===== src/rtl/core/sht_pkg.sv =====
// Shared constants, action codes and controller/datapath interface types.
package sht_pkg;

    localparam int GRID_SIDE_DEF  = 64;
    localparam int WAYS_DEF       = 4;
    localparam int COORD_BITS_DEF = 16;
    localparam int VALUE_BITS_DEF = 16;

    localparam int ACTION_BITS  = 3;
    localparam int DATA_IN_BITS = 16;

    localparam logic [ACTION_BITS-1:0] ACT_SET          = 3'd0;
    localparam logic [ACTION_BITS-1:0] ACT_GET          = 3'd1;
    localparam logic [ACTION_BITS-1:0] ACT_DELETE       = 3'd2;
    localparam logic [ACTION_BITS-1:0] ACT_INCREMENT    = 3'd3;
    localparam logic [ACTION_BITS-1:0] ACT_DECREMENT    = 3'd4;
    localparam logic [ACTION_BITS-1:0] ACT_RESERVE      = 3'd5;
    localparam logic [ACTION_BITS-1:0] ACT_GET_RESERVED = 3'd6;
    localparam logic [ACTION_BITS-1:0] ACT_CLEAR        = 3'd7;

    typedef struct packed {
        logic load_in;    // capture the incoming item
        logic hash_step;  // one remainder step for both coordinates
        logic rd_en;      // read the bucket row
        logic eval;       // update the row and load the result
        logic clr_res;    // load the all-zero result of a clear
        logic clr_wr;     // invalidate one row of the sweep
    } cmd_t;

    typedef struct packed {
        logic is_clear;   // incoming item is a clear
        logic hash_last;  // final remainder step
        logic clr_last;   // final row of the sweep
        logic slot_free;  // output register can take a result
    } sts_t;

endpackage


===== src/rtl/core/sht_ctrl.sv =====
// Controller state machine: clearing sweep, hashing, bucket read and update.
module sht_ctrl
    import sht_pkg::*;
(
    input  logic clk,
    input  logic rst_n,
    input  logic in_valid,
    output logic in_stall,
    input  sts_t sts,
    output cmd_t cmd
);

    localparam logic [2:0] S_CLEAR  = 3'd0;
    localparam logic [2:0] S_IDLE   = 3'd1;
    localparam logic [2:0] S_HASH   = 3'd2;
    localparam logic [2:0] S_READ   = 3'd3;
    localparam logic [2:0] S_EVAL   = 3'd4;
    localparam logic [2:0] S_CLRRES = 3'd5;

    logic [2:0] state_reg;
    logic [2:0] state_next;

    always_ff @(posedge clk or negedge rst_n)
    begin
        if (!rst_n)
        begin
            state_reg <= S_CLEAR;
        end
        else
        begin
            state_reg <= state_next;
        end
    end

    assign in_stall = (state_reg != S_IDLE);

    always_comb
    begin
        cmd        = '0;
        state_next = state_reg;
        case (state_reg)
            S_CLEAR:
            begin
                cmd.clr_wr = 1'b1;
                if (sts.clr_last)
                begin
                    state_next = S_IDLE;
                end
            end
            S_IDLE:
            begin
                if (in_valid)
                begin
                    cmd.load_in = 1'b1;
                    state_next  = sts.is_clear ? S_CLRRES : S_HASH;
                end
            end
            S_HASH:
            begin
                cmd.hash_step = 1'b1;
                if (sts.hash_last)
                begin
                    state_next = S_READ;
                end
            end
            S_READ:
            begin
                cmd.rd_en  = 1'b1;
                state_next = S_EVAL;
            end
            S_EVAL:
            begin
                if (sts.slot_free)
                begin
                    cmd.eval   = 1'b1;
                    state_next = S_IDLE;
                end
            end
            S_CLRRES:
            begin
                if (sts.slot_free)
                begin
                    cmd.clr_res = 1'b1;
                    state_next  = S_CLEAR;
                end
            end
            default:
            begin
                state_next = S_CLEAR;
            end
        endcase
    end

endmodule


===== config.mk =====
export PLATFORM = sky130hd
export DESIGN_NAME = sht_ctrl
export DESIGN_NICKNAME = d
export VERILOG_FILES = /design/src/rtl/core/sht_pkg.sv /design/src/rtl/core/sht_ctrl.sv
export SDC_FILE = /design/constraint.sdc
export NUM_CORES = 1
export LEC_CHECK = 0
export BUFFER_PORTS_ARGS = -buffer_cell sky130_fd_sc_hd__buf_4
export CORE_AREA = 2 2 39 41
export CTS_CLUSTER_SIZE = 28
export DETAILED_ROUTE_END_ITERATION = 10
export DIE_AREA = 0 0 41 43
export SLEW_MARGIN = 20
export SYNTH_ARGS = -nofsm -noshare
export SYNTH_HDL_FRONTEND = slang
export SYNTH_SLANG_ARGS = --single-unit

===== constraint.sdc =====
create_clock -name clk -period 1.3 [get_ports clk]
set_input_delay 0.26 -clock clk [delete_from_list [all_inputs] [get_ports clk]]
set_output_delay 0.26 -clock clk [all_outputs]
set_load 0.02 [all_outputs]

==> run_results.csv <==
group,metric,value,unit
power_and_ir_drop,intPower,640,uW
power_and_ir_drop,power.density,2260,nW/um^2
setup_path,critPathMaxFanout,3,
die,die_area,1760,sq um
synth,synth.distinct_cells,17,
global_route,antenna_found_initial,0,
setup_path,arrival,1.16,ns
synth,synthTopCellsByCount,"3 x a21oi_1, 3 x dfrtp_1, 3 x nor3_1",
detailed_routing,wl_per_cell,10.6,microns
detailed_routing,vias,286,
layout,utilization,0.354,
global_route,grt_max_degree,7,
min_path,hold_path_startpoint,"sts[0]",
sta,worst_pin_slew,0.231,ns
sta,skew,0.00314,ns
detailed_routing,met1_length,271,microns
synth,synth-seq-cells,3,
setup_path,rrSetupSlack,0.10,ns
sta,hold_viol_final,0,
die,io_pins,14,
power_and_ir_drop,swShare,0.421,
sta,clock.fmax,702,MHz
synth,syn-num-nets,35,
synth,synth_area_leaders,"dfrtp_1 30%, nor3b_2 10%, a21oi_1 6.1%",
min_path,hp-class,"input port to flip-flop",
layout,stdcell_area,490,sq um
detailed_routing,drt_iter0_markers,8,
clock_network,cts_tree,"done",
global_route,gr-total-overflow,0,
detailed_routing,drtPass1Iterations,4,
placed_design,portBuffers,13,
synth,ys_seq_area_frac,0.303,
sta,fin_crit_sh,1.10,
power_and_ir_drop,vdd_ir_drop_max,0.568,mV
die,core,1380,sq um
clock_network,path_clk_slew,0.04,ns
setup_path,critPathLaunchType,"flip-flop",
die,row_count,14,
global_route,grt_first_pass_wirelength,1170,microns
layout,fin_nets,58,
detailed_routing,routed-wl-met3,58,microns
layout,areaGrowthSynthToFinish,98.0,%
sta,drv_slew,0,
synth,synthFlopType,"dfrtp_1",
synth,syn-instance-count,28,
clock_network,cts_sinks,3,
min_path,min_to,"state_reg[2]$_DFFE_PN0P_",
clock_network,root_buffer,"clkbuf_4",
synth,ys_warn_count,0,
setup_path,rr_worst_depth,5,
synth,synth_area,248,sq um
detailed_routing,finalWirelength,702,microns
setup_path,r2r_start,"state_reg[1]$_DFFE_PN0P_",
synth,syn-mean-instance-area,8.85,sq um
synth,synth_edf_count,0,
clock_network,clk_path_buf_depth,2,
detailed_routing,wl_met2,356,microns
detailed_routing,top_layer_used,"met4",
placed_design,placed_area,367,sq um
run,maxCapViolCount,0,
setup_path,end_kind,"primary output",
power_and_ir_drop,combPwrFrac,0.661,
layout,multi_input_area,166,sq um
clock_network,insertion_delay,0.24,ns
global_route,first_global_vias,295,
detailed_routing,ant_nets,0,
layout,fillerInstances,151,
setup_path,required,1.04,ns
sta,finalCriticalPeriod,1.42,ns
setup_path,worstReg2RegEnd,"state_reg[1]$_DFFE_PN0P_",
global_route,grt_use_total,0.105,
die,start_util,0.179,
sta,relSlewSlack,0.845,
layout,largest_register_ffs,3,
power_and_ir_drop,p_leak,0.000218,uW
power_and_ir_drop,seqPwrFrac,0.188,
placed_design,gp_congestion,0.838,
setup_path,crit_type,"flip-flop to primary output",
die,die_h,43,microns
layout,drive_above_1_share,0.640,
sta,setup_ws,-0.124,ns
placed_design,hpwl,453,microns
layout,antennaDiodeCount,0,
sta,rsz0062_at_grt,"true",
detailed_routing,via_per_inst,4.33,
detailed_routing,route.detailed.drc,0,
clock_network,cts-buffers-inserted,3,
power_and_ir_drop,power_switching,466,uW
run_status,status,"complete, but fails checks",
synth,synth_top_area_cell,"dfrtp_1",
layout,regArea,78.8,sq um
synth,synth_top_cell_area_share,0.303,
power_and_ir_drop,clkPwrFrac,0.151,
run_status,violations,"negative setup slack",
clock_network,htreeDepth,1,
synth,async_reset_ff_frac,1.00,
min_path,min_path_cells,2,
sta,setup_viol,7,
die,die_w,41,microns
through the flow:
| step | worst slack, ns | cells | hold WS [ns] | TNS, ns | total power [uW] |
|---|---|---|---|---|---|
| after CTS | -0.147 | 66 | 0.224 | -0.659 | 1100 |
| after global routing | -0.172 | 66 | 0.247 | -0.896 | 1180 |
| after detailed placement | 0.0516 | 57 | 0.0496 | 0 | 731 |
| final | -0.124 | 66 | 0.229 | -0.582 | 1110 |
| after global placement | 0.0564 | 57 | 0.0500 | 0 | 730 |
| after floorplan | 0.0264 | 28 | -0.0356 | 0 | 560 |
layout by cell type (no fill, tap or decap), types with 2 or more instances in the layout:
master    synthesis  layout
a21oi_1           3       3
buf_4             2      14
buf_6             1       5
clkbuf_4          0       3
dfrtp_2           0       3
inv_1             2       2
nand2b_1          2       2
nor3_4            0       2
nor3b_2           2       3
critical path, stage by stage, from the launching register on:
cell and delay [ns]:
dfrtp_2 0.42, nor3b_2 0.23, and2_1 0.17, buf_6 0.11
per-layer routing:
metal / vias to the layer above / global-route usage
li1: 140 / -
met1: 127 / 0.111
met2: 17 / 0.147
met3: 2 / 0.0419
met4: 0 / 0.100
met5: - / 0
power groups by stage:
stage               clock (uW)  sequential [uW]  combinational (uW)
floorplan                    0              146                 414
global placement             0              218                 512
detailed placement           0              219                 512
CTS                        174              209                 718
global route               173              214                 790
finish                     167              208                 732
area by class of cell:
type,instances,area share
Timing Repair Buffer,21,0.390
Sequential cell,3,0.161
Clock buffer,4,0.0536
Tap cell,16,0.0408
Multi-Input combinational cell,20,0.339
Inverter,2,0.0153
kinds of logic (layout without fill, tap and decap cells):
family / Yosys count / count (layout) / synth area share
buffers and inverters: 5 / 27 / 0.136
and+or+nand+nor: 13 / 13 / 0.379
AOI/OAI and AO/OA: 6 / 6 / 0.146
xor gates and xnor gates: 1 / 1 / 0.0354
DFF: 3 / 3 / 0.303
worst max-delay path by stage:
stage / startpoint / endpoint / slack (ns)
6_report: state_reg[1]$_DFFE_PN0P_ / cmd[5] / -0.12
3_5_place_dp: state_reg[2]$_DFFE_PN0P_ / cmd[5] / 0.05
2_1_floorplan: state_reg[1]$_DFFE_PN0P_ / cmd[1] / 0.03
4_1_cts: state_reg[1]$_DFFE_PN0P_ / cmd[5] / -0.15
5_1_grt: state_reg[1]$_DFFE_PN0P_ / cmd[5] / -0.17
3_3_place_gp: state_reg[1]$_DFFE_PN0P_ / cmd[5] / 0.06
what timing repair did:
| item | 4_1_cts | 5_1_grt |
|---|---|---|
| pin swaps | 2 | 1 |
| cloned | 0 | 0 |
| resized for setup | 11 | 1 |
| setup endpoints to repair | 7 | 7 |
| hold buffers | 1 | 0 |
| hold endpoints to repair | 3 | 0 |
| setup buffers | 4 | 0 |
Note: power is estimated with default switching activity, not from simulation.
